--- config.mk ---
export PLATFORM = sky130hd
export DESIGN_NAME = char_lcd_refresh_controller
export DESIGN_NICKNAME = d
export VERILOG_FILES = /design/src/hw/rtl/clrc_pkg.sv /design/src/hw/rtl/clrc_ctrl.sv /design/src/hw/rtl/clrc_datapath.sv /design/src/hw/rtl/char_lcd_refresh_controller.sv
export SDC_FILE = /design/constraint.sdc
export NUM_CORES = 1
export LEC_CHECK = 0
export ABC_AREA = 1
export BUFFER_PORTS_ARGS = -buffer_cell sky130_fd_sc_hd__clkbuf_2
export CORE_MARGIN = 1
export CORE_UTILIZATION = 45
export CTS_CLUSTER_DIAMETER = 40
export CTS_CLUSTER_SIZE = 14
export DETAILED_ROUTE_END_ITERATION = 8
export HOLD_SLACK_MARGIN = 0.1
export SETUP_SLACK_MARGIN = 0.1
export SYNTH_ARGS = -nofsm -noshare
export SYNTH_HDL_FRONTEND = slang
export SYNTH_SLANG_ARGS = --single-unit
--- constraint.sdc ---
create_clock -name clk_i -period 3.1 [get_ports clk_i]
set_clock_uncertainty 0.2 [all_clocks]
set_input_delay 0.465 -clock clk_i [delete_from_list [all_inputs] [get_ports clk_i]]
set_output_delay 0.465 -clock clk_i [all_outputs]
set_load 0.02 [all_outputs]
--- src/hw/rtl/clrc_pkg.sv ---
package clrc_pkg;

  // Display geometry
  localparam int ROWS  = 2;
  localparam int COLS  = 16;
  localparam int CELLS = ROWS * COLS;

  localparam int CELL_W = $clog2(CELLS);
  localparam int ROW_W  = (ROWS > 1) ? $clog2(ROWS) : 1;
  localparam int COL_W  = $clog2(COLS);

  typedef logic [CELL_W-1:0] cell_idx_t;
  typedef logic [CELL_W:0]   sweep_t;
  typedef logic [ROW_W-1:0]  row_t;
  typedef logic [COL_W-1:0]  col_t;
  typedef logic [7:0]        byte_t;

  // Item commands
  localparam logic [2:0] CMD_TICK      = 3'd0;
  localparam logic [2:0] CMD_PUT_CHAR  = 3'd1;
  localparam logic [2:0] CMD_SET_CUR   = 3'd2;
  localparam logic [2:0] CMD_HOME      = 3'd3;
  localparam logic [2:0] CMD_CLR_ALL   = 3'd4;
  localparam logic [2:0] CMD_CLR_LINE  = 3'd5;

  // Configuration register indexes
  localparam int CFG_IDX_W = 2;
  typedef logic [CFG_IDX_W-1:0] cfg_idx_t;
  localparam cfg_idx_t CFG_BOOT_WAIT = 2'd0;
  localparam cfg_idx_t CFG_CMD_WAIT  = 2'd1;
  localparam cfg_idx_t CFG_DISP_EN   = 2'd2;

  localparam byte_t BOOT_WAIT_RST = 8'd50;
  localparam byte_t CMD_WAIT_RST  = 8'd4;

  // Init sequence steps
  localparam logic [2:0] INIT_BOOT   = 3'd0;
  localparam logic [2:0] INIT_WAKE   = 3'd1;
  localparam logic [2:0] INIT_SETTLE = 3'd2;
  localparam logic [2:0] INIT_FUNC   = 3'd3;
  localparam logic [2:0] INIT_CLEAR  = 3'd4;
  localparam logic [2:0] INIT_ENTRY  = 3'd5;
  localparam logic [2:0] INIT_DISP   = 3'd6;
  localparam logic [2:0] INIT_DONE   = 3'd7;

  // HD44780 codes
  localparam byte_t      SPACE_CHAR   = 8'h20;
  localparam byte_t      DDRAM_BASE   = 8'h80;
  localparam byte_t      ROW_ODD_OFS  = 8'h40;
  localparam logic [3:0] WAKE_NIB     = 4'h3;
  localparam logic [3:0] BUS4_NIB     = 4'h2;
  localparam byte_t      FUNC_SET     = 8'h28;
  localparam byte_t      DISP_OFF     = 8'h08;
  localparam byte_t      DISP_ON      = 8'h0C;
  localparam byte_t      CLEAR_DISP   = 8'h01;
  localparam byte_t      ENTRY_MODE   = 8'h06;

  // Nibble queue
  localparam int Q_DEPTH = 7;
  typedef logic [2:0] qcnt_t;

  typedef struct packed {
    logic       rs;
    logic [3:0] nib;
  } nib_t;

  typedef struct packed {
    logic [2:0] command;
    logic [7:0] char_code;
    logic [1:0] row_sel;
    logic [4:0] col_sel;
  } item_t;

  typedef struct packed {
    logic       reg_select;
    logic [3:0] nibble;
    logic       last;
  } res_t;

  typedef struct packed {
    logic capture;
    logic edit;
    logic init_tick;
    logic copy_start;
    logic copy_step;
    logic copy_finish;
    logic ref_read;
    logic ref_load;
    logic emit;
  } ctrl_t;

  typedef struct packed {
    logic is_tick;
    logic init_done;
    logic refreshing;
    logic sweep_done;
    logic q_empty;
    logic q_one;
  } stat_t;

endpackage

--- src/hw/rtl/clrc_ctrl.sv ---
module clrc_ctrl (
  input  logic            clk_i,
  input  logic            rst_ni,
  input  logic            start_i,
  output logic            busy_o,
  input  clrc_pkg::stat_t stat_i,
  output clrc_pkg::ctrl_t ctrl_o
);

  typedef enum logic [4:0] {
    S_IDLE   = 5'b00001,
    S_DECODE = 5'b00010,
    S_COPY   = 5'b00100,
    S_REFRD  = 5'b01000,
    S_EMIT   = 5'b10000
  } state_e;

  state_e state_q, state_d;

  always_comb begin
    state_d = state_q;
    ctrl_o  = '0;
    case (state_q)
      S_IDLE: begin
        if (start_i) begin
          ctrl_o.capture = 1'b1;
          state_d        = S_DECODE;
        end
      end
      S_DECODE: begin
        if (!stat_i.is_tick) begin
          ctrl_o.edit = 1'b1;
          state_d     = S_IDLE;
        end else if (!stat_i.init_done) begin
          ctrl_o.init_tick = 1'b1;
          state_d          = S_EMIT;
        end else if (stat_i.refreshing) begin
          ctrl_o.ref_read = 1'b1;
          state_d         = S_REFRD;
        end else begin
          ctrl_o.copy_start = 1'b1;
          state_d           = S_COPY;
        end
      end
      S_COPY: begin
        if (stat_i.sweep_done) begin
          ctrl_o.copy_finish = 1'b1;
          state_d            = S_EMIT;
        end else begin
          ctrl_o.copy_step = 1'b1;
        end
      end
      S_REFRD: begin
        ctrl_o.ref_load = 1'b1;
        state_d         = S_EMIT;
      end
      S_EMIT: begin
        if (stat_i.q_empty) begin
          state_d = S_IDLE;
        end else begin
          ctrl_o.emit = 1'b1;
          if (stat_i.q_one) state_d = S_IDLE;
        end
      end
      default: begin
        state_d = S_IDLE;
      end
    endcase
  end

  always_ff @(posedge clk_i or negedge rst_ni) begin
    if (!rst_ni) begin
      state_q <= S_IDLE;
    end else begin
      state_q <= state_d;
    end
  end

  assign busy_o = (state_q != S_IDLE);

endmodule

--- src/hw/rtl/clrc_datapath.sv ---
module clrc_datapath (
  input  logic                clk_i,
  input  logic                rst_ni,
  input  clrc_pkg::ctrl_t     ctrl_i,
  output clrc_pkg::stat_t     stat_o,
  input  clrc_pkg::item_t     item_i,
  input  logic                cfg_we_i,
  input  clrc_pkg::cfg_idx_t  cfg_index_i,
  input  logic [7:0]          cfg_data_i,
  output logic                res_strobe_o,
  output clrc_pkg::res_t      res_o
);

  localparam clrc_pkg::cell_idx_t COLS_IDX  = clrc_pkg::cell_idx_t'(clrc_pkg::COLS);
  localparam clrc_pkg::cell_idx_t CELL_LAST = clrc_pkg::cell_idx_t'(clrc_pkg::CELLS - 1);
  localparam clrc_pkg::sweep_t    SWEEP_END = clrc_pkg::sweep_t'(clrc_pkg::CELLS);
  localparam clrc_pkg::row_t      ROW_LAST  = clrc_pkg::row_t'(clrc_pkg::ROWS - 1);
  localparam clrc_pkg::col_t      COL_LAST  = clrc_pkg::col_t'(clrc_pkg::COLS - 1);
  localparam clrc_pkg::byte_t     COLS_BYTE = clrc_pkg::byte_t'(clrc_pkg::COLS);

  function automatic clrc_pkg::nib_t mk_nib(input logic rs, input logic [3:0] v);
    clrc_pkg::nib_t n;
    n.rs  = rs;
    n.nib = v;
    return n;
  endfunction

  // Architectural state
  clrc_pkg::item_t     item_q;
  clrc_pkg::byte_t     cmd_wait_q;
  logic                disp_en_q;
  logic [2:0]          init_step_q, init_step_d;
  clrc_pkg::byte_t     wait_q, wait_d;
  logic                applied_q, applied_d;
  logic                refreshing_q, refreshing_d;
  clrc_pkg::row_t      ref_row_q, ref_row_d;
  clrc_pkg::col_t      ref_col_q, ref_col_d;
  clrc_pkg::cell_idx_t wr_cur_q, wr_cur_d;
  logic [clrc_pkg::CELLS-1:0] pend_vld_q, shown_vld_q;

  // Copy sweep
  clrc_pkg::sweep_t    sweep_q;
  logic                pipe_q;
  clrc_pkg::cell_idx_t pipe_addr_q;
  logic                diff_q;

  // Buffers
  clrc_pkg::byte_t     pend_mem  [clrc_pkg::CELLS];
  clrc_pkg::byte_t     shown_mem [clrc_pkg::CELLS];
  clrc_pkg::byte_t     pend_rd_q, shown_rd_q;
  logic                pend_rd_vld_q, shown_rd_vld_q;
  clrc_pkg::byte_t     pend_val, shown_val;

  // Nibble queue
  clrc_pkg::nib_t      queue_q [clrc_pkg::Q_DEPTH];
  clrc_pkg::nib_t      q_ld    [clrc_pkg::Q_DEPTH];
  clrc_pkg::qcnt_t     qcnt_q, q_ld_cnt;
  logic                q_load;

  logic                res_strobe_q;
  clrc_pkg::res_t      res_q;

  // Edit decode
  logic                cmd_put, cmd_clr_all, cmd_clr_line, row_ok;
  logic [clrc_pkg::CELLS-1:0] line_hit;
  clrc_pkg::row_t      row_c;
  clrc_pkg::col_t      col_c;

  // Memory ports
  logic                pend_we, pend_re, shown_we, shown_re;
  clrc_pkg::cell_idx_t sweep_idx, ref_idx, shown_ra;

  // Tick helpers
  logic                tail;
  clrc_pkg::byte_t     disp_byte, ref_addr, row_hi;

  assign pend_val  = pend_rd_vld_q  ? pend_rd_q  : clrc_pkg::SPACE_CHAR;
  assign shown_val = shown_rd_vld_q ? shown_rd_q : clrc_pkg::SPACE_CHAR;

  assign cmd_put      = ctrl_i.edit && (item_q.command == clrc_pkg::CMD_PUT_CHAR);
  assign cmd_clr_all  = ctrl_i.edit && (item_q.command == clrc_pkg::CMD_CLR_ALL);
  assign cmd_clr_line = ctrl_i.edit && (item_q.command == clrc_pkg::CMD_CLR_LINE);
  assign row_ok       = (int'(item_q.row_sel) < clrc_pkg::ROWS);

  always_comb begin
    int row_base;
    row_base = int'(item_q.row_sel) * clrc_pkg::COLS;
    for (int i = 0; i < clrc_pkg::CELLS; i++) begin
      line_hit[i] = row_ok && (i >= row_base) && (i < row_base + clrc_pkg::COLS);
    end
  end

  // Clamp set-cursor coordinates to the last row and column
  assign row_c = (int'(item_q.row_sel) >= clrc_pkg::ROWS) ? ROW_LAST
                                                          : clrc_pkg::row_t'(item_q.row_sel);
  assign col_c = (int'(item_q.col_sel) >= clrc_pkg::COLS) ? COL_LAST
                                                          : clrc_pkg::col_t'(item_q.col_sel);

  always_comb begin
    wr_cur_d = wr_cur_q;
    if (ctrl_i.edit) begin
      case (item_q.command)
        clrc_pkg::CMD_PUT_CHAR: begin
          wr_cur_d = (wr_cur_q == CELL_LAST) ? '0
                                             : clrc_pkg::cell_idx_t'(wr_cur_q + 1'b1);
        end
        clrc_pkg::CMD_SET_CUR: begin
          wr_cur_d = clrc_pkg::cell_idx_t'(clrc_pkg::cell_idx_t'(row_c) * COLS_IDX
                                           + clrc_pkg::cell_idx_t'(col_c));
        end
        clrc_pkg::CMD_HOME: begin
          wr_cur_d = '0;
        end
        default: begin
          wr_cur_d = wr_cur_q;
        end
      endcase
    end
  end

  // Memory port control
  assign sweep_idx = sweep_q[clrc_pkg::CELL_W-1:0];
  assign ref_idx   = clrc_pkg::cell_idx_t'(clrc_pkg::cell_idx_t'(ref_row_q) * COLS_IDX
                                           + clrc_pkg::cell_idx_t'(ref_col_q));
  assign pend_we   = cmd_put;
  assign pend_re   = ctrl_i.copy_step && (sweep_q != SWEEP_END);
  assign shown_we  = ctrl_i.copy_step && pipe_q;
  assign shown_re  = pend_re || ctrl_i.ref_read;
  assign shown_ra  = ctrl_i.ref_read ? ref_idx : sweep_idx;

  always_ff @(posedge clk_i) begin
    if (pend_we) pend_mem[wr_cur_q] <= item_q.char_code;
    if (pend_re) begin
      pend_rd_q     <= pend_mem[sweep_idx];
      pend_rd_vld_q <= pend_vld_q[sweep_idx];
    end
    if (shown_we) shown_mem[pipe_addr_q] <= pend_val;
    if (shown_re) begin
      shown_rd_q     <= shown_mem[shown_ra];
      shown_rd_vld_q <= shown_vld_q[shown_ra];
    end
  end

  // DDRAM address of the refresh cell
  assign row_hi   = clrc_pkg::byte_t'(ref_row_q >> 1);
  assign ref_addr = clrc_pkg::byte_t'(clrc_pkg::DDRAM_BASE
                    + (ref_row_q[0] ? clrc_pkg::ROW_ODD_OFS : 8'h00)
                    + clrc_pkg::byte_t'(row_hi * COLS_BYTE)
                    + clrc_pkg::byte_t'(ref_col_q));

  assign tail      = (applied_q != disp_en_q);
  assign disp_byte = disp_en_q ? clrc_pkg::DISP_ON : clrc_pkg::DISP_OFF;

  always_comb begin
    init_step_d  = init_step_q;
    wait_d       = wait_q;
    applied_d    = applied_q;
    refreshing_d = refreshing_q;
    ref_row_d    = ref_row_q;
    ref_col_d    = ref_col_q;
    q_load       = ctrl_i.init_tick || ctrl_i.copy_finish || ctrl_i.ref_load;
    q_ld_cnt     = '0;
    for (int i = 0; i < clrc_pkg::Q_DEPTH; i++) q_ld[i] = '0;

    if (ctrl_i.init_tick) begin
      case (init_step_q)
        clrc_pkg::INIT_BOOT: begin
          wait_d = wait_q - 8'd1;
          if (wait_d == 8'd0) init_step_d = clrc_pkg::INIT_WAKE;
        end
        clrc_pkg::INIT_WAKE: begin
          q_ld[0]     = mk_nib(1'b0, clrc_pkg::WAKE_NIB);
          q_ld_cnt    = 3'd1;
          wait_d      = cmd_wait_q;
          init_step_d = clrc_pkg::INIT_SETTLE;
        end
        clrc_pkg::INIT_SETTLE: begin
          wait_d = wait_q - 8'd1;
          if (wait_d == 8'd0) init_step_d = clrc_pkg::INIT_FUNC;
        end
        clrc_pkg::INIT_FUNC: begin
          q_ld[0]     = mk_nib(1'b0, clrc_pkg::WAKE_NIB);
          q_ld[1]     = mk_nib(1'b0, clrc_pkg::WAKE_NIB);
          q_ld[2]     = mk_nib(1'b0, clrc_pkg::BUS4_NIB);
          q_ld[3]     = mk_nib(1'b0, clrc_pkg::FUNC_SET[7:4]);
          q_ld[4]     = mk_nib(1'b0, clrc_pkg::FUNC_SET[3:0]);
          q_ld[5]     = mk_nib(1'b0, clrc_pkg::DISP_OFF[7:4]);
          q_ld[6]     = mk_nib(1'b0, clrc_pkg::DISP_OFF[3:0]);
          q_ld_cnt    = 3'd7;
          init_step_d = clrc_pkg::INIT_CLEAR;
        end
        clrc_pkg::INIT_CLEAR: begin
          q_ld[0]     = mk_nib(1'b0, clrc_pkg::CLEAR_DISP[7:4]);
          q_ld[1]     = mk_nib(1'b0, clrc_pkg::CLEAR_DISP[3:0]);
          q_ld_cnt    = 3'd2;
          init_step_d = clrc_pkg::INIT_ENTRY;
        end
        clrc_pkg::INIT_ENTRY: begin
          q_ld[0]     = mk_nib(1'b0, clrc_pkg::ENTRY_MODE[7:4]);
          q_ld[1]     = mk_nib(1'b0, clrc_pkg::ENTRY_MODE[3:0]);
          q_ld_cnt    = 3'd2;
          init_step_d = clrc_pkg::INIT_DISP;
        end
        clrc_pkg::INIT_DISP: begin
          q_ld[0]     = mk_nib(1'b0, disp_byte[7:4]);
          q_ld[1]     = mk_nib(1'b0, disp_byte[3:0]);
          q_ld_cnt    = 3'd2;
          applied_d   = disp_en_q;
          init_step_d = clrc_pkg::INIT_DONE;
        end
        default: begin
          init_step_d = init_step_q;
        end
      endcase
    end

    if (ctrl_i.copy_finish) begin
      if (diff_q) begin
        refreshing_d = 1'b1;
        ref_row_d    = '0;
        ref_col_d    = '0;
      end
      if (tail) begin
        q_ld[0]   = mk_nib(1'b0, disp_byte[7:4]);
        q_ld[1]   = mk_nib(1'b0, disp_byte[3:0]);
        q_ld_cnt  = 3'd2;
        applied_d = disp_en_q;
      end
    end

    if (ctrl_i.ref_load) begin
      q_ld[0]  = mk_nib(1'b0, ref_addr[7:4]);
      q_ld[1]  = mk_nib(1'b0, ref_addr[3:0]);
      q_ld[2]  = mk_nib(1'b1, shown_val[7:4]);
      q_ld[3]  = mk_nib(1'b1, shown_val[3:0]);
      q_ld_cnt = 3'd4;
      if (tail) begin
        q_ld[4]   = mk_nib(1'b0, disp_byte[7:4]);
        q_ld[5]   = mk_nib(1'b0, disp_byte[3:0]);
        q_ld_cnt  = 3'd6;
        applied_d = disp_en_q;
      end
      if (ref_col_q == COL_LAST) begin
        ref_col_d = '0;
        if (ref_row_q == ROW_LAST) begin
          ref_row_d    = '0;
          refreshing_d = 1'b0;
        end else begin
          ref_row_d = clrc_pkg::row_t'(ref_row_q + 1'b1);
        end
      end else begin
        ref_col_d = clrc_pkg::col_t'(ref_col_q + 1'b1);
      end
    end

    // Boot wait written during boot reloads the counter; that is its only effect
    if (cfg_we_i && (cfg_index_i == clrc_pkg::CFG_BOOT_WAIT)
        && (init_step_q == clrc_pkg::INIT_BOOT)) begin
      wait_d = cfg_data_i;
    end
  end

  always_ff @(posedge clk_i or negedge rst_ni) begin
    if (!rst_ni) begin
      cmd_wait_q   <= clrc_pkg::CMD_WAIT_RST;
      disp_en_q    <= 1'b1;
      init_step_q  <= clrc_pkg::INIT_BOOT;
      wait_q       <= clrc_pkg::BOOT_WAIT_RST;
      applied_q    <= 1'b0;
      refreshing_q <= 1'b0;
      ref_row_q    <= '0;
      ref_col_q    <= '0;
      wr_cur_q     <= '0;
      pend_vld_q   <= '0;
      shown_vld_q  <= '0;
      sweep_q      <= '0;
      pipe_q       <= 1'b0;
      diff_q       <= 1'b0;
      qcnt_q       <= '0;
      res_strobe_q <= 1'b0;
    end else begin
      init_step_q  <= init_step_d;
      wait_q       <= wait_d;
      applied_q    <= applied_d;
      refreshing_q <= refreshing_d;
      ref_row_q    <= ref_row_d;
      ref_col_q    <= ref_col_d;
      wr_cur_q     <= wr_cur_d;
      res_strobe_q <= ctrl_i.emit;

      if (cfg_we_i) begin
        case (cfg_index_i)
          clrc_pkg::CFG_CMD_WAIT:  cmd_wait_q  <= cfg_data_i;
          clrc_pkg::CFG_DISP_EN:   disp_en_q   <= cfg_data_i[0];
          default: begin
          end
        endcase
      end

      if (cmd_put) pend_vld_q[wr_cur_q] <= 1'b1;
      if (cmd_clr_all) pend_vld_q <= '0;
      if (cmd_clr_line) pend_vld_q <= pend_vld_q & ~line_hit;
      if (shown_we) shown_vld_q[pipe_addr_q] <= 1'b1;

      if (ctrl_i.copy_start) begin
        sweep_q <= '0;
        pipe_q  <= 1'b0;
        diff_q  <= 1'b0;
      end else if (ctrl_i.copy_step) begin
        if (sweep_q != SWEEP_END) sweep_q <= clrc_pkg::sweep_t'(sweep_q + 1'b1);
        pipe_q <= (sweep_q != SWEEP_END);
        if (pipe_q && (pend_val != shown_val)) diff_q <= 1'b1;
      end

      if (q_load) begin
        qcnt_q <= q_ld_cnt;
      end else if (ctrl_i.emit) begin
        qcnt_q <= clrc_pkg::qcnt_t'(qcnt_q - 1'b1);
      end
    end
  end

  always_ff @(posedge clk_i) begin
    if (ctrl_i.capture) item_q <= item_i;
    if (ctrl_i.copy_step) pipe_addr_q <= sweep_idx;
    if (q_load) begin
      for (int i = 0; i < clrc_pkg::Q_DEPTH; i++) queue_q[i] <= q_ld[i];
    end else if (ctrl_i.emit) begin
      for (int i = 0; i < clrc_pkg::Q_DEPTH - 1; i++) queue_q[i] <= queue_q[i+1];
      queue_q[clrc_pkg::Q_DEPTH-1] <= '0;
    end
    if (ctrl_i.emit) begin
      res_q.reg_select <= queue_q[0].rs;
      res_q.nibble     <= queue_q[0].nib;
      res_q.last       <= (qcnt_q == 3'd1);
    end
  end

  assign stat_o.is_tick    = (item_q.command == clrc_pkg::CMD_TICK);
  assign stat_o.init_done  = (init_step_q == clrc_pkg::INIT_DONE);
  assign stat_o.refreshing = refreshing_q;
  assign stat_o.sweep_done = (sweep_q == SWEEP_END) && !pipe_q;
  assign stat_o.q_empty    = (qcnt_q == 3'd0);
  assign stat_o.q_one      = (qcnt_q == 3'd1);

  assign res_strobe_o = res_strobe_q;
  assign res_o        = res_q;

endmodule

--- src/hw/rtl/char_lcd_refresh_controller.sv ---
// Edit items (put char, cursor, clear): busy only while decoded, a new edit once idle, no results.
// Init and refresh ticks: the nibble queue is loaded at decode (a refresh tick first
// reads the shown buffer), then strobed out one nibble per cycle (up to 7).
// Idle ticks sweep both 32-entry buffers one entry per cycle; a display-enable change then
// adds 2 strobes. The receiver cannot stall.
// Reset clears control state and all buffer valid bits (buffers read as spaces).
module char_lcd_refresh_controller (
  input  logic               clk_i,
  input  logic               rst_ni,
  // Item command channel
  input  logic               start,
  output logic               busy,
  input  clrc_pkg::item_t    item_i,
  // Configuration write channel
  input  logic               cfg_valid_i,
  output logic               cfg_ready_o,
  input  clrc_pkg::cfg_idx_t cfg_index_i,
  input  logic [7:0]         cfg_data_i,
  // Result nibbles, one beat per strobe
  output logic               res_strobe_o,
  output clrc_pkg::res_t     res_o
);

  clrc_pkg::ctrl_t ctrl;
  clrc_pkg::stat_t stat;
  logic            cfg_we;

  // Take configuration beats only while idle; writes never land mid-item.
  assign cfg_ready_o = !busy;
  assign cfg_we      = cfg_valid_i && cfg_ready_o;

  // Sequencer: decode the item, run the copy sweep or refresh read,
  // then drain the nibble queue.
  clrc_ctrl u_ctrl (
    .clk_i   (clk_i),
    .rst_ni  (rst_ni),
    .start_i (start),
    .busy_o  (busy),
    .stat_i  (stat),
    .ctrl_o  (ctrl)
  );

  // Buffers, cursors, init state and the output nibble queue.
  clrc_datapath u_datapath (
    .clk_i        (clk_i),
    .rst_ni       (rst_ni),
    .ctrl_i       (ctrl),
    .stat_o       (stat),
    .item_i       (item_i),
    .cfg_we_i     (cfg_we),
    .cfg_index_i  (cfg_index_i),
    .cfg_data_i   (cfg_data_i),
    .res_strobe_o (res_strobe_o),
    .res_o        (res_o)
  );

`ifndef SYNTHESIS
  // A non-final nibble always has more queued behind it, so the block stays busy.
  a_mid_beat_busy: assert property (@(posedge clk_i) disable iff (!rst_ni)
    (res_strobe_o && !res_o.last) |-> busy)
    else $error("non-final nibble strobed while idle");

  // The final nibble of a tick is never followed directly by another strobe.
  a_last_gap: assert property (@(posedge clk_i) disable iff (!rst_ni)
    (res_strobe_o && res_o.last) |=> !res_strobe_o)
    else $error("strobe directly after final nibble");

  // An accepted item always occupies the block for the next cycle.
  a_accept_busy: assert property (@(posedge clk_i) disable iff (!rst_ni)
    (start && !busy) |=> busy)
    else $error("accepted item did not raise busy");
`endif

endmodule

==> flow_metrics.tcl <==
set metrics [dict create \
    status "complete, no violations" \
    share_comb_of_total_power 0.077 \
    drive_above_1_share 0.129 \
    intPower_uw 18400 \
    drv_slew 0 \
    finalCritPeriodShare 0.898 \
    setup_slack_ps 315 \
    die_w_um 260 \
    antenna_found_initial 0 \
    wl_per_cell_um 20.3 \
    viasPerCell 5.40 \
    synth_cells 2779 \
    setup_viol 0 \
    io_buffers 40 \
    route.detailed.drc 0 \
    ys_warn_count 0 \
    ir_drop_mv 0.549 \
    syn-cell-area_um2 29900 \
    fp.dieH_um 260 \
    fin_setup_tns_ps 0 \
    overflow 0 \
    hold_violations 0 \
    worstPathMaxFanout 8 \
    cp.arrival_ps 2850 \
    critPathCaptureType "flop" \
    cts_max_level 3 \
    start_kind "flop" \
    grt_usage 0.238 \
    min_path_type "input port to flop" \
    power_density_nw_per_um2 684 \
    synth-seq-cells 697 \
    final_util 0.542 \
    worst_pin_slew_ps 768 \
    max_cap_violations 0 \
    yosysUniqueCellTypes 47 \
    coreArea_um2 65700 \
    synth-edff-count 584 \
    ys.flop_type "edfxtp_1" \
    ant_nets 0 \
    place.gp.congestion 0.905 \
    hold_depth 6 \
    max_slew_margin 0.486 \
    syn_to_final_growth_pct 19.2 \
    vias 21100 \
    fmax_mhz 359 \
    r2r-start "u_ctrl.state_q[1]" \
    grt_max_degree 134 \
    async_reset_ff_frac 0.162 \
    min_period_ps 2790 \
    p_seq_frac 0.454 \
    yosysSeqAreaShare 0.681 \
    clk_pin_slew_worst_paths_ps 50 \
    syn_area_per_cell_um2 10.8 \
    first_iter_violations 2027 \
    rows 94 \
    grt_pass1_vias 21000 \
    r2r_end "u_datapath.shown_mem[16][0]" \
    reg2reg_slack_ps 310 \
    die_area_um2 67500 \
    insertedDiodeCount 0 \
    pin_count 41 \
    hold_end "u_datapath.wait_q[7]" \
    numCtsBuffers 101 \
    grt_pass1_wl_um 122000 \
    power.share.clock 0.470 \
    initial_core_util 0.455 \
    insertion_delay_ps 650 \
    place_ws_ps 239 \
    cts_tree "yes" \
    nFillCells 5567 \
    power_switching_uw 5950 \
    synth_nets 2824 \
    rsz0062_at_grt "false" \
    layout.nets 3001 \
    cts-root-buf "clkbuf_16" \
    min_from "cfg_index_i[0]" \
    critPathRequiredTime_ps 3170 \
    leakage_uw 0.0144 \
    dr.pass1.iters 5 \
    wirelength_um 79100 \
    cts_sinks 697 \
    hpwl_um 49000 \
    hold_ws_ps 202 \
    cts_buffer_depth 3 \
    swShare 0.244 \
    worstRegToRegCells 7 \
    crit_type "flop to flop" \
]
metrics by stage:
stage	total power (uW)	cells	instance area, um2
2_1_floorplan	12200	2779	29900
3_3_place_gp	13000	3685	31900
3_5_place_dp	13100	3685	31900
4_1_cts	24500	3904	35600
5_1_grt	25200	3907	35600
6_report	24400	3907	35600
critical path: stages (launching register included):
cell,delay [ps]
dfrtp_1,390
nor2_1,160
nand4_1,150
inv_1,140
nand2_1,90
nor2_1,310
nand2_1,310
nor2_1,650
cells by family after synthesis:
logic type                 share of synthesized area
xor gates and xnor gates                     0.00439
AOI/OAI and AO/OA                             0.0838
and+or+nand+nor                                0.155
muxes                                       0.000376
buffers and inverters                         0.0699
adders and majority gates                    0.00544
DFF                                            0.681
cell type report:
| class | count | area, um2 | area share |
|---|---|---|---|
| well taps | 864 | 1080 | 0.0303 |
| flip-flops and latches | 697 | 20400 | 0.572 |
| repair buffers | 206 | 1760 | 0.0493 |
| multi-input cells | 1555 | 7480 | 0.210 |
| clock inverters | 70 | 753 | 0.0211 |
| inverters | 395 | 1490 | 0.0418 |
| clock buffers | 120 | 2700 | 0.0758 |
state kept, by name, summed over array words and instances (netlist names), 3 cells and up:
| signal | flops |
|---|---|
| u_ctrl.state_q | 5 |
| u_datapath.cmd_wait_q | 8 |
| u_datapath.init_step_q | 3 |
| u_datapath.item_q | 18 |
| u_datapath.pend_mem | 256 |
| u_datapath.pend_rd_q | 8 |
| u_datapath.pend_vld_q | 32 |
| u_datapath.pipe_addr_q | 5 |
| u_datapath.qcnt_q | 3 |
| u_datapath.queue_q | 25 |
| u_datapath.ref_col_q | 4 |
| u_datapath.res_o | 6 |
| u_datapath.shown_mem | 256 |
| u_datapath.shown_rd_q | 8 |
| u_datapath.shown_vld_q | 32 |
| u_datapath.sweep_q | 6 |
| u_datapath.wait_q | 8 |
| u_datapath.wr_cur_q | 5 |
layer usage:
layer	track usage	routed length [um]	up-vias	share of wire
met5	0	0	-	0
met2	0.403	39200	764	0.50
li1	-	-	9880	-
met3	0.0351	4710	157	0.059
met4	0.0861	2450	0	0.031
met1	0.310	32800	10300	0.41
what timing repair did:
action	in CTS	in global routing
endpoints found under the hold margin	86	0
resized for setup	0	0
setup buffers	0	3
endpoints found under the setup margin	0	2
hold buffers	29	0
Yosys cell counts, types with 3 or more instances:
master | instances | share of area
a211oi_1 | 10 | 0.0025
a21oi_1 | 48 | 0.0080
a221oi_1 | 5 | 0.0015
a22o_1 | 5 | 0.0015
a31oi_1 | 8 | 0.0017
buf_1 | 11 | 0.0014
buf_2 | 52 | 0.0087
buf_4 | 3 | 0.00075
buf_6 | 4 | 0.0015
clkbuf_1 | 62 | 0.0078
clkinv_1 | 3 | 0.00038
dfrtp_1 | 107 | 0.090
dfstp_2 | 6 | 0.0053
edfxtp_1 | 584 | 0.59
ha_1 | 13 | 0.0054
inv_1 | 386 | 0.048
inv_2 | 5 | 0.00063
nand2_1 | 440 | 0.055
nand2_2 | 5 | 0.0010
nand3_1 | 340 | 0.057
nand3_2 | 3 | 0.0010
nand4_1 | 8 | 0.0017
nor2_1 | 255 | 0.032
nor2_2 | 4 | 0.00084
nor3_1 | 9 | 0.0015
o211ai_1 | 7 | 0.0018
o21ai_0 | 275 | 0.046
o22ai_1 | 79 | 0.017
xnor2_1 | 6 | 0.0018
xor2_1 | 9 | 0.0026
power groups by stage:
| stage | sequential (uW) | combinational, uW | clock [uW] |
|---|---|---|---|
| detailed placement | 11200 | 1820 | 0 |
| global route | 11100 | 2080 | 12000 |
| global placement | 11200 | 1760 | 0 |
| CTS | 11100 | 1870 | 11600 |
| floorplan | 11300 | 935 | 0 |
| finish | 11100 | 1870 | 11400 |
layout by cell type (no fill, tap or decap), drive strengths merged:
cell,synthesis,final
dfstp,6,6
nor4,3,3
clkbuf,62,159
a211oi,10,10
nand2,447,447
o31ai,2,2
dfrtp,107,107
o211ai,7,7
xnor2,6,6
a22oi,2,2
bufinv,0,9
clkinvlp,0,14
mux2,1,1
a221oi,5,5
inv,392,406
edfxtp,584,584
nor2,262,262
o221ai,1,1
xor2,9,9
nand4,8,8
clkinv,3,36
o22ai,79,79
o32ai,1,1
buf,70,138
a31oi,8,8
nand3,344,344
a21oi,50,50
ha,13,13
dlygate4sd3,0,29
and3,2,2
o21ai,279,279
nor3,11,11
a22o,5,5
worst max-delay path by stage:
stage          cells after the start                  start                           to  slack, ps
3_3_place_gp                      12      u_ctrl.state_q[4]     u_datapath.shown_rd_q[7]        320
4_1_cts                           12      u_ctrl.state_q[4]     u_datapath.shown_rd_q[7]        220
2_1_floorplan                     11  u_datapath.sweep_q[0]         u_datapath.item_q[0]        170
6_report                           7      u_ctrl.state_q[1]  u_datapath.shown_mem[16][0]        310
3_5_place_dp                      12      u_ctrl.state_q[2]     u_datapath.shown_rd_q[7]        240
5_1_grt                           13  u_datapath.item_q[16]     u_datapath.shown_rd_q[2]        130
(Power assumes the default switching activity.)
